<file path="src/rtl/core/bppg_pkg.sv">
// Shared types and constants of the Bezier path point generator.
package bppg_pkg;

  typedef enum logic [2:0] {
    ST_IDLE,
    ST_DECODE,
    ST_MUL,
    ST_DIV,
    ST_OUT
  } bppg_state_t;

  typedef logic [4:0] bppg_op_t;

  // Multiplier schedule, issued one per cycle in this order.
  localparam bppg_op_t OP_NN   = 5'd0;
  localparam bppg_op_t OP_MM   = 5'd1;
  localparam bppg_op_t OP_MK   = 5'd2;
  localparam bppg_op_t OP_KK   = 5'd3;
  localparam bppg_op_t OP_D    = 5'd4;
  localparam bppg_op_t OP_W0   = 5'd5;
  localparam bppg_op_t OP_W1   = 5'd6;
  localparam bppg_op_t OP_W2   = 5'd7;
  localparam bppg_op_t OP_W3   = 5'd8;
  localparam bppg_op_t OP_X0   = 5'd9;
  localparam bppg_op_t OP_X1   = 5'd10;
  localparam bppg_op_t OP_X2   = 5'd11;
  localparam bppg_op_t OP_X3   = 5'd12;
  localparam bppg_op_t OP_Y0   = 5'd13;
  localparam bppg_op_t OP_Y1   = 5'd14;
  localparam bppg_op_t OP_Y2   = 5'd15;
  localparam bppg_op_t OP_Y3   = 5'd16;
  localparam bppg_op_t OP_LAST = OP_Y3;

  localparam logic [10:0] STEPS_MIN = 11'd2;
  localparam logic [10:0] STEPS_MAX = 11'd1024;
  localparam logic [10:0] STEPS_RST = 11'd32;

  typedef struct packed {
    logic     accept;
    logic     mul_start;
    logic     mul_issue;
    bppg_op_t op;
    logic     div_start;
    logic     div_step;
    logic     out_load;
  } bppg_cmd_t;

  typedef struct packed {
    logic is_start;
    logic is_end;
  } bppg_status_t;

endpackage

</file>
<file path="src/rtl/core/bppg_ctrl.sv">
// Sequencer for the Bezier path point generator.
module bppg_ctrl import bppg_pkg::*; #(
  parameter int COORD_WIDTH = 16
) (
  input  logic         clk,
  input  logic         rst,
  input  logic         s_tvalid,
  output logic         s_tready,
  output logic         m_tvalid,
  input  logic         m_tready,
  input  bppg_status_t status,
  output bppg_cmd_t    cmd
);

  localparam logic [5:0] DIV_LAST = 6'(COORD_WIDTH);
  localparam logic [5:0] MUL_END  = 6'(OP_LAST) + 6'd1;

  bppg_state_t state, state_next;
  logic [5:0]  cnt, cnt_next;
  logic        m_tvalid_next;
  logic        out_free;

  assign out_free = !m_tvalid || m_tready;

  always_ff @(posedge clk) begin
    if (rst) begin
      state    <= ST_IDLE;
      cnt      <= '0;
      m_tvalid <= 1'b0;
    end else begin
      state    <= state_next;
      cnt      <= cnt_next;
      m_tvalid <= m_tvalid_next;
    end
  end

  always_comb begin
    state_next    = state;
    cnt_next      = cnt;
    m_tvalid_next = m_tvalid && !m_tready;
    cmd           = '0;
    cmd.op        = bppg_op_t'(cnt);
    s_tready      = 1'b0;
    case (state)
      ST_IDLE: begin
        s_tready   = 1'b1;
        cmd.accept = s_tvalid;
        if (s_tvalid) state_next = ST_DECODE;
      end
      ST_DECODE: begin
        if (status.is_start) begin
          state_next = ST_IDLE;
        end else if (status.is_end) begin
          state_next = ST_OUT;
        end else begin
          cmd.mul_start = 1'b1;
          cnt_next      = '0;
          state_next    = ST_MUL;
        end
      end
      ST_MUL: begin
        // The last cycle only retires the final product.
        cmd.mul_issue = (cnt != MUL_END);
        if (cnt == MUL_END) begin
          cnt_next   = '0;
          state_next = ST_DIV;
        end else begin
          cnt_next = cnt + 6'd1;
        end
      end
      ST_DIV: begin
        cmd.div_start = (cnt == 6'd0);
        cmd.div_step  = (cnt != 6'd0);
        if (cnt == DIV_LAST) begin
          state_next = ST_OUT;
        end else begin
          cnt_next = cnt + 6'd1;
        end
      end
      ST_OUT: begin
        if (out_free) begin
          cmd.out_load  = 1'b1;
          m_tvalid_next = 1'b1;
          state_next    = ST_IDLE;
        end
      end
      default: state_next = ST_IDLE;
    endcase
  end

`ifndef SYNTHESIS
  a_one_item: assert property (@(posedge clk) disable iff (rst)
    (s_tvalid && s_tready) |=> !s_tready)
    else $error("input taken while an item is in work");
  a_out_load: assert property (@(posedge clk) disable iff (rst)
    (state == ST_OUT && out_free) |=> m_tvalid)
    else $error("result not presented after load");
  a_mul_bound: assert property (@(posedge clk) disable iff (rst)
    (state == ST_MUL) |-> (cnt <= MUL_END))
    else $error("multiply schedule overran");
  a_no_overwrite: assert property (@(posedge clk) disable iff (rst)
    (m_tvalid && !m_tready) |-> !cmd.out_load)
    else $error("pending result overwritten");
`endif

endmodule

</file>
<file path="src/rtl/core/bppg_dp.sv">
// Datapath: control points, shared multiplier, accumulators and dividers.
module bppg_dp import bppg_pkg::*; #(
  parameter int COORD_WIDTH = 16
) (
  input  logic          clk,
  input  logic          rst,
  input  bppg_cmd_t     cmd,
  input  logic [10:0]   n_eff,
  input  logic          in_op,
  input  logic [127:0]  in_data,
  output bppg_status_t  status,
  output logic [15:0]   point_x,
  output logic [15:0]   point_y,
  output logic          segment_end
);

  localparam int CW = COORD_WIDTH;

  logic [CW-1:0] px [5];
  logic [CW-1:0] py [5];
  logic [10:0]   k;
  logic [10:0]   kinc;
  logic [10:0]   m;
  logic [CW-1:0] sx, sy, fx, fy, cx, cy, ex, ey, midx, midy;

  logic [31:0] nn, mm, mk, kk, d, w0, w1, w2, w3;
  logic [31:0] op_a, op_b;
  logic [63:0] prod;
  logic        wb_valid;
  bppg_op_t    wb_op;
  logic [63:0] acc_x, acc_y;
  logic [63:0] sh_x, sh_y;
  logic [32:0] rem_x, rem_y, t_x, t_y;
  logic [CW-1:0] low_x, low_y;

  assign sx = CW'(in_data[15:0]);
  assign sy = CW'(in_data[31:16]);
  assign fx = CW'(in_data[47:32]);
  assign fy = CW'(in_data[63:48]);
  assign cx = CW'(in_data[79:64]);
  assign cy = CW'(in_data[95:80]);
  assign ex = CW'(in_data[111:96]);
  assign ey = CW'(in_data[127:112]);
  assign midx = CW'(({1'b0, cx} + {1'b0, ex}) >> 1);
  assign midy = CW'(({1'b0, cy} + {1'b0, ey}) >> 1);
  assign kinc = k + 11'd1;
  assign m    = n_eff - k;

  always_ff @(posedge clk) begin
    if (rst) begin
      for (int i = 0; i < 5; i++) begin
        px[i] <= '0;
        py[i] <= '0;
      end
      k      <= '0;
      status <= '0;
    end else if (cmd.accept) begin
      if (!in_op) begin
        px[0] <= sx; py[0] <= sy;
        px[1] <= fx; py[1] <= fy;
        px[2] <= cx; py[2] <= cy;
        px[4] <= ex; py[4] <= ey;
        px[3] <= midx; py[3] <= midy;
        k <= '0;
        status <= '{is_start: 1'b1, is_end: 1'b0};
      end else if (kinc == n_eff) begin
        k <= kinc;
        status <= '{is_start: 1'b0, is_end: 1'b1};
      end else if (kinc > n_eff) begin
        // Chain a new segment from the old end point and far point.
        px[0] <= px[3]; py[0] <= py[3];
        px[1] <= px[4]; py[1] <= py[4];
        px[2] <= cx; py[2] <= cy;
        px[4] <= ex; py[4] <= ey;
        px[3] <= midx; py[3] <= midy;
        k <= 11'd1;
        status <= '0;
      end else begin
        k <= kinc;
        status <= '0;
      end
    end
  end

  always_comb begin
    op_a = '0;
    op_b = '0;
    case (cmd.op)
      OP_NN: begin op_a = 32'(n_eff); op_b = 32'(n_eff); end
      OP_MM: begin op_a = 32'(m);     op_b = 32'(m);     end
      OP_MK: begin op_a = 32'(m);     op_b = 32'(k);     end
      OP_KK: begin op_a = 32'(k);     op_b = 32'(k);     end
      OP_D:  begin op_a = nn;         op_b = 32'(n_eff); end
      OP_W0: begin op_a = mm;         op_b = 32'(m);     end
      OP_W1: begin op_a = mm;         op_b = 32'(k);     end
      OP_W2: begin op_a = mk;         op_b = 32'(k);     end
      OP_W3: begin op_a = kk;         op_b = 32'(k);     end
      OP_X0: begin op_a = w0; op_b = 32'(px[0]); end
      OP_X1: begin op_a = w1; op_b = 32'(px[1]); end
      OP_X2: begin op_a = w2; op_b = 32'(px[2]); end
      OP_X3: begin op_a = w3; op_b = 32'(px[3]); end
      OP_Y0: begin op_a = w0; op_b = 32'(py[0]); end
      OP_Y1: begin op_a = w1; op_b = 32'(py[1]); end
      OP_Y2: begin op_a = w2; op_b = 32'(py[2]); end
      OP_Y3: begin op_a = w3; op_b = 32'(py[3]); end
      default: begin op_a = '0; op_b = '0; end
    endcase
  end

  always_ff @(posedge clk) begin
    if (rst) begin
      wb_valid <= 1'b0;
    end else begin
      wb_valid <= cmd.mul_issue;
    end
  end

  always_ff @(posedge clk) begin
    prod  <= op_a * op_b;
    wb_op <= cmd.op;
    if (cmd.mul_start) begin
      acc_x <= '0;
      acc_y <= '0;
    end else if (wb_valid) begin
      case (wb_op)
        OP_NN: nn <= prod[31:0];
        OP_MM: mm <= prod[31:0];
        OP_MK: mk <= prod[31:0];
        OP_KK: kk <= prod[31:0];
        OP_D:  d  <= prod[31:0];
        OP_W0: w0 <= prod[31:0];
        OP_W1: w1 <= prod[31:0] + {prod[30:0], 1'b0};
        OP_W2: w2 <= prod[31:0] + {prod[30:0], 1'b0};
        OP_W3: w3 <= prod[31:0];
        OP_X0, OP_X1, OP_X2, OP_X3: acc_x <= acc_x + prod;
        OP_Y0, OP_Y1, OP_Y2, OP_Y3: acc_y <= acc_y + prod;
        default: ;
      endcase
    end
  end

  // Restoring division by N cubed; the quotient always fits a coordinate.
  assign sh_x = acc_x >> CW;
  assign sh_y = acc_y >> CW;
  assign t_x  = {rem_x[31:0], low_x[CW-1]};
  assign t_y  = {rem_y[31:0], low_y[CW-1]};

  always_ff @(posedge clk) begin
    if (cmd.div_start) begin
      rem_x <= sh_x[32:0];
      rem_y <= sh_y[32:0];
      low_x <= acc_x[CW-1:0];
      low_y <= acc_y[CW-1:0];
    end else if (cmd.div_step) begin
      if (t_x >= {1'b0, d}) begin
        rem_x <= t_x - {1'b0, d};
        low_x <= {low_x[CW-2:0], 1'b1};
      end else begin
        rem_x <= t_x;
        low_x <= {low_x[CW-2:0], 1'b0};
      end
      if (t_y >= {1'b0, d}) begin
        rem_y <= t_y - {1'b0, d};
        low_y <= {low_y[CW-2:0], 1'b1};
      end else begin
        rem_y <= t_y;
        low_y <= {low_y[CW-2:0], 1'b0};
      end
    end
  end

  always_ff @(posedge clk) begin
    if (cmd.out_load) begin
      if (status.is_end) begin
        point_x <= 16'(px[3]);
        point_y <= 16'(py[3]);
      end else begin
        point_x <= 16'(low_x);
        point_y <= 16'(low_y);
      end
      segment_end <= status.is_end;
    end
  end

endmodule

</file>
<file path="src/rtl/core/bezier_path_point_generator_unit.sv">
// Sequence: a start beat is only decoded and gives no result; an end point's beat is decoded and
// then loaded into the output register. An interior point is decoded, then runs its products on
// the single shared 32x32 multiplier, then a load of the divider and COORD_WIDTH restoring divide
// steps, and is then loaded into the output register.
// Throughput: one beat in work at a time; the next beat is taken as soon as the last is handed
// to the output register, even while that result still waits for m_tready.
// Reset (rst, synchronous, active high): points and step counter zero, N back to 32.
module bezier_path_point_generator_unit import bppg_pkg::*; #(
  parameter int COORD_WIDTH = 16
) (
  input  logic         clk,
  input  logic         rst,
  // Input beat.
  input  logic         s_tvalid,
  output logic         s_tready,
  // start_x, start_y, first_ctrl_x, first_ctrl_y, new_ctrl_x, new_ctrl_y,
  // new_far_x, new_far_y (16 bits each, lowest first).
  input  logic [127:0] s_tdata,
  // operation: 0 starts a path, 1 requests the next point.
  input  logic         s_tuser,
  // Result beat.
  output logic         m_tvalid,
  input  logic         m_tready,
  // point_x, point_y (16 bits each, lowest first).
  output logic [31:0]  m_tdata,
  // segment_end.
  output logic         m_tuser,
  // Configuration port, one register: steps_per_segment at address 0.
  input  logic         psel,
  input  logic         penable,
  input  logic         pwrite,
  input  logic [1:0]   paddr,
  input  logic [31:0]  pwdata,
  output logic [31:0]  prdata,
  output logic         pready
);

  logic [10:0]  steps_per_segment;
  logic [10:0]  n_eff;
  bppg_cmd_t    cmd;
  bppg_status_t status;
  logic [15:0]  point_x, point_y;

  // With a single register every address decodes to it.
  assign pready = 1'b1;
  assign prdata = (paddr == 2'd0) ? 32'(steps_per_segment) : 32'(steps_per_segment);

  always_ff @(posedge clk) begin
    if (rst) begin
      steps_per_segment <= STEPS_RST;
    end else if (psel && penable && pwrite && pready) begin
      steps_per_segment <= pwdata[10:0];
    end
  end

  // The step count in use is saturated into its legal range.
  always_comb begin
    if (steps_per_segment < STEPS_MIN) begin
      n_eff = STEPS_MIN;
    end else if (steps_per_segment > STEPS_MAX) begin
      n_eff = STEPS_MAX;
    end else begin
      n_eff = steps_per_segment;
    end
  end

  bppg_ctrl #(.COORD_WIDTH(COORD_WIDTH)) u_ctrl (
    .clk      (clk),
    .rst      (rst),
    .s_tvalid (s_tvalid),
    .s_tready (s_tready),
    .m_tvalid (m_tvalid),
    .m_tready (m_tready),
    .status   (status),
    .cmd      (cmd)
  );

  bppg_dp #(.COORD_WIDTH(COORD_WIDTH)) u_dp (
    .clk         (clk),
    .rst         (rst),
    .cmd         (cmd),
    .n_eff       (n_eff),
    .in_op       (s_tuser),
    .in_data     (s_tdata),
    .status      (status),
    .point_x     (point_x),
    .point_y     (point_y),
    .segment_end (m_tuser)
  );

  assign m_tdata = {point_y, point_x};

endmodule

</file>
<file path="config.mk">
export PLATFORM = sky130hd
export DESIGN_NAME = bezier_path_point_generator_unit
export DESIGN_NICKNAME = d
export VERILOG_FILES = /design/src/rtl/core/bppg_pkg.sv /design/src/rtl/core/bppg_ctrl.sv /design/src/rtl/core/bppg_dp.sv /design/src/rtl/core/bezier_path_point_generator_unit.sv
export SDC_FILE = /design/constraint.sdc
export NUM_CORES = 2
export LEC_CHECK = 0
export BUFFER_PORTS_ARGS = -buffer_cell sky130_fd_sc_hd__buf_2
export CORE_MARGIN = 4
export CORE_UTILIZATION = 53
export DETAILED_ROUTE_END_ITERATION = 12
export PLACE_DENSITY = 0.7
export SLEW_MARGIN = 25
export SYNTH_ARGS = -nofsm -noshare
export SYNTH_HDL_FRONTEND = slang
export SYNTH_HIERARCHICAL = 1
export SYNTH_SLANG_ARGS = --single-unit
</file>
<file path="constraint.sdc">
create_clock -name clk -period 16.1 [get_ports clk]
set_input_delay 2.415 -clock clk [delete_from_list [all_inputs] [get_ports clk]]
set_output_delay 2.415 -clock clk [all_outputs]
set_load 0.02 [all_outputs]
</file>
==> impl_results.md <==
* Clk sinks at 761
* Ys Warns at 6
* Core area at 109000 sq um
* Hpwl dp at 121 mm
* Root buf cell: clkbuf_16
* Post-CTS resize count at 0
* Top_reg_cell synth: edfxtp_1
* Iteration-0 DRC count of the detailed router at 4523
* Fin crit share at 0.652
* Final Util at 0.579
* CP max FO at 32
* Slew Viols, Final at 0
* Avg Cell Area, Syn at 9.96 sq um
* Sequential share of the synthesized area at 0.362
* Min Tclk post-route at 10.49 ns
* Part of the power in combinational logic at 0.120
* Htree depth at 3
* Switching power at 1.20 mW
* Postcts setup bufs at 0
* Max Cap Viol at 0
* Finish-stage setup viols at 0
* Sw Ratio at 0.255
* Internal at 3.52 mW
* Routed Antenna Nets at 0
* Nets@finish at 6847
* Clock Tree Buf Depth at 3
* Worst hold margin at 0.475 ns
* DR vias/cell at 6.07
* CTS tree: yes
* CP peak stage delay at 0.70 ns
* Max-slew headroom at 0.314
* Die area at 115000 sq um
* Final Wtd Congestion at 0.940
* Worst-path clk slew at 0.06 ns
* Std-Cell Rows at 121
* Hold-fix buffers, CTS at 0
* DRC Markers at 0
* First-pass GRT wire length at 256 mm
* Seq pwr share at 0.470
* Vias in the first global route at 44000
* Synthesized area at 58100 sq um
* Total CTS buffers at 82
* Initial antenna violation count at 10
* Critical Path Start Type: register
* Area delta synth->final at 8.54%
* Syn Inst Count at 5830
* HP Class: register to register
* Crit end category: register
* Iteration count of the initial detailed-routing pass at 7
* FMAX at 0.0953 GHz
* IO Pins at 238
* Worst-skew pair later-pin latency at 0.64 ns
* Chip width at 339 microns
* Most frequent cells after synthesis: nand2_1 (774), inv_1 (609), edfxtp_1 (577), fa_1 (426), a21oi_1 (364)
* Clock share of power at 0.410
* Maximum vdd drop at 0.0000715 V
* Status: finished, final reports clean
* Die height at 339 microns
* Final-report hold violation count at 0
* Share of layout cells above drive strength 1 at 0.102
* GR Util All Layers at 0.283
* Cell at the slowest stage of the critical path: a311oi_1
* Unrepaired setup endpoints after global routing: false
* Yosys top cell by area: edfxtp_1
* Initial Util at 0.533
* # port buffers at 192
* Worst slew pin tran at 1.03 ns
* #FFs+latches synth at 761
* CP Class: register to register
* Setup_tns at 0 ns
* Skew final at 0.0353 ns
* Leak at 26.5 nW
* Most numerous cell in the Yosys netlist: nand2_1
* Largest net degree at the start of global routing at 96
* Worst Path Required at 16.64 ns
* Cell area power density at 75.0 nW/um^2
* Synth top area cells: edfxtp_1 (30%), fa_1 (15%), ha_1 (7.8%)
* DR WL/cell at 22.4 microns
* Most used cell, CP: fa_1
* Routed via count at 44700
* Synth top area share at 0.298
* CP arrival at 11.04 ns
* Ys async rst share at 0
* Post-Route WL at 165 mm
* EDFF count, synth at 577
* Post-synth cell types at 98
* GRT overflow at 0
area by class of cell:
cell class | count | area, sq um
antenna | 4 | 10.0
clock buffer | 113 | 2340
clock inverter | 37 | 393
fill | 9265 | 45800
inverter | 609 | 2290
multi-input combinational | 4153 | 33500
sequential | 761 | 21000
tap | 1414 | 1770
timing repair buffer | 281 | 1650
path summary, 6_finish.rpt:
path,cells after the start,slack (ns),from,endpoint
setup / recovery,37,5.61,steps_per_segment[10],u_dp/prod[40]
hold / removal,2,0.47,u_dp/acc_y[4],u_dp/acc_y[4]
setup reg to reg,37,5.61,steps_per_segment[10],u_dp/prod[40]
hold reg to reg,2,0.47,u_dp/acc_y[4],u_dp/acc_y[4]
routing by layer:
layer | vias up | track usage | wire length [microns]
met1 | 22200 | 0.401 | 69000
li1 | 20300 | - | -
met2 | 1946 | 0.454 | 76100
met5 | - | 0 | 15
met4 | 2 | 0.0867 | 4740
met3 | 302 | 0.0403 | 15200
power by group through the flow:
stage	combinational (mW)	clock, mW	sequential (mW)
floorplan	0.351	0	2.25
global placement	0.542	0	2.26
detailed placement	0.552	0	2.26
CTS	0.556	1.96	2.22
global route	0.612	2.04	2.22
finish	0.565	1.94	2.22
flip-flops by register name, indices dropped and copies added (netlist names), 16 cells and up:
name / cells
u_dp/d: 32
u_dp/acc_y: 48
u_dp/point_y: 16
u_dp/kk: 32
u_dp/point_x: 16
u_dp/w0: 32
u_dp/mk: 32
u_dp/w2: 32
u_dp/prod: 48
u_dp/px: 80
u_dp/w1: 32
u_dp/low_x: 16
u_dp/low_y: 16
u_dp/nn: 32
u_dp/rem_y: 32
u_dp/rem_x: 32
u_dp/mm: 32
u_dp/py: 80
u_dp/acc_x: 48
u_dp/w3: 32
placed cells by master, fill, tap and decap left out, types with 34 or more instances in the layout:
| master | n |
|---|---|
| nand2_1 | 774 |
| inv_1 | 609 |
| edfxtp_1 | 577 |
| fa_1 | 426 |
| a21oi_1 | 364 |
| ha_1 | 363 |
| nor2_1 | 253 |
| o21ai_0 | 204 |
| buf_2 | 192 |
| dfxtp_1 | 181 |
| xnor2_1 | 155 |
| a21o_1 | 154 |
| mux2_2 | 136 |
| nor2b_1 | 131 |
| and2_1 | 120 |
| nand3_1 | 93 |
| buf_4 | 88 |
| clkbuf_16 | 86 |
| xor2_1 | 83 |
| a22o_1 | 82 |
| a22oi_1 | 72 |
| mux2i_1 | 60 |
| nand2b_1 | 50 |
| nand4_1 | 49 |
| nor3_1 | 46 |
| o21bai_1 | 42 |
| and3_1 | 41 |
| a31oi_1 | 34 |
critical path: cells and delay by family (launching register included):
| kind | cells | cell delay (ns) |
|---|---|---|
| muxes | 1 | 0.17 |
| xor gates and xnor gates | 1 | 0.17 |
| AOI/OAI and AO/OA | 18 | 4.17 |
| adders and majority gates | 9 | 4.24 |
| buffers and inverters | 5 | 0.72 |
| and+or+nand+nor | 3 | 0.41 |
| DFF | 1 | 0.49 |
through the flow:
| step | worst slack (ns) | instances | cell area, sq um | total power, mW |
|---|---|---|---|---|
| finish | 5.61 | 7372 | 63000 | 4.72 |
| global route | 4.87 | 7371 | 63000 | 4.88 |
| CTS | 5.64 | 7367 | 63000 | 4.74 |
| detailed placement | 5.71 | 7217 | 60200 | 2.81 |
| global placement | 5.78 | 7217 | 60200 | 2.80 |
| floorplan | 7.09 | 5850 | 58100 | 2.61 |
cells by family after synthesis:
| family | count (synthesis) | synth area share |
|---|---|---|
| AOI/OAI and AO/OA | 1253 | 0.144 |
| xor gates and xnor gates | 238 | 0.0359 |
| adders and majority gates | 789 | 0.225 |
| buffers and inverters | 936 | 0.0636 |
| DFF | 761 | 0.362 |
| muxes | 196 | 0.0367 |
| other | 2 | 0.000129 |
| and+or+nand+nor | 1655 | 0.133 |
No activity file was read; power rests on OpenSTA's default activity.
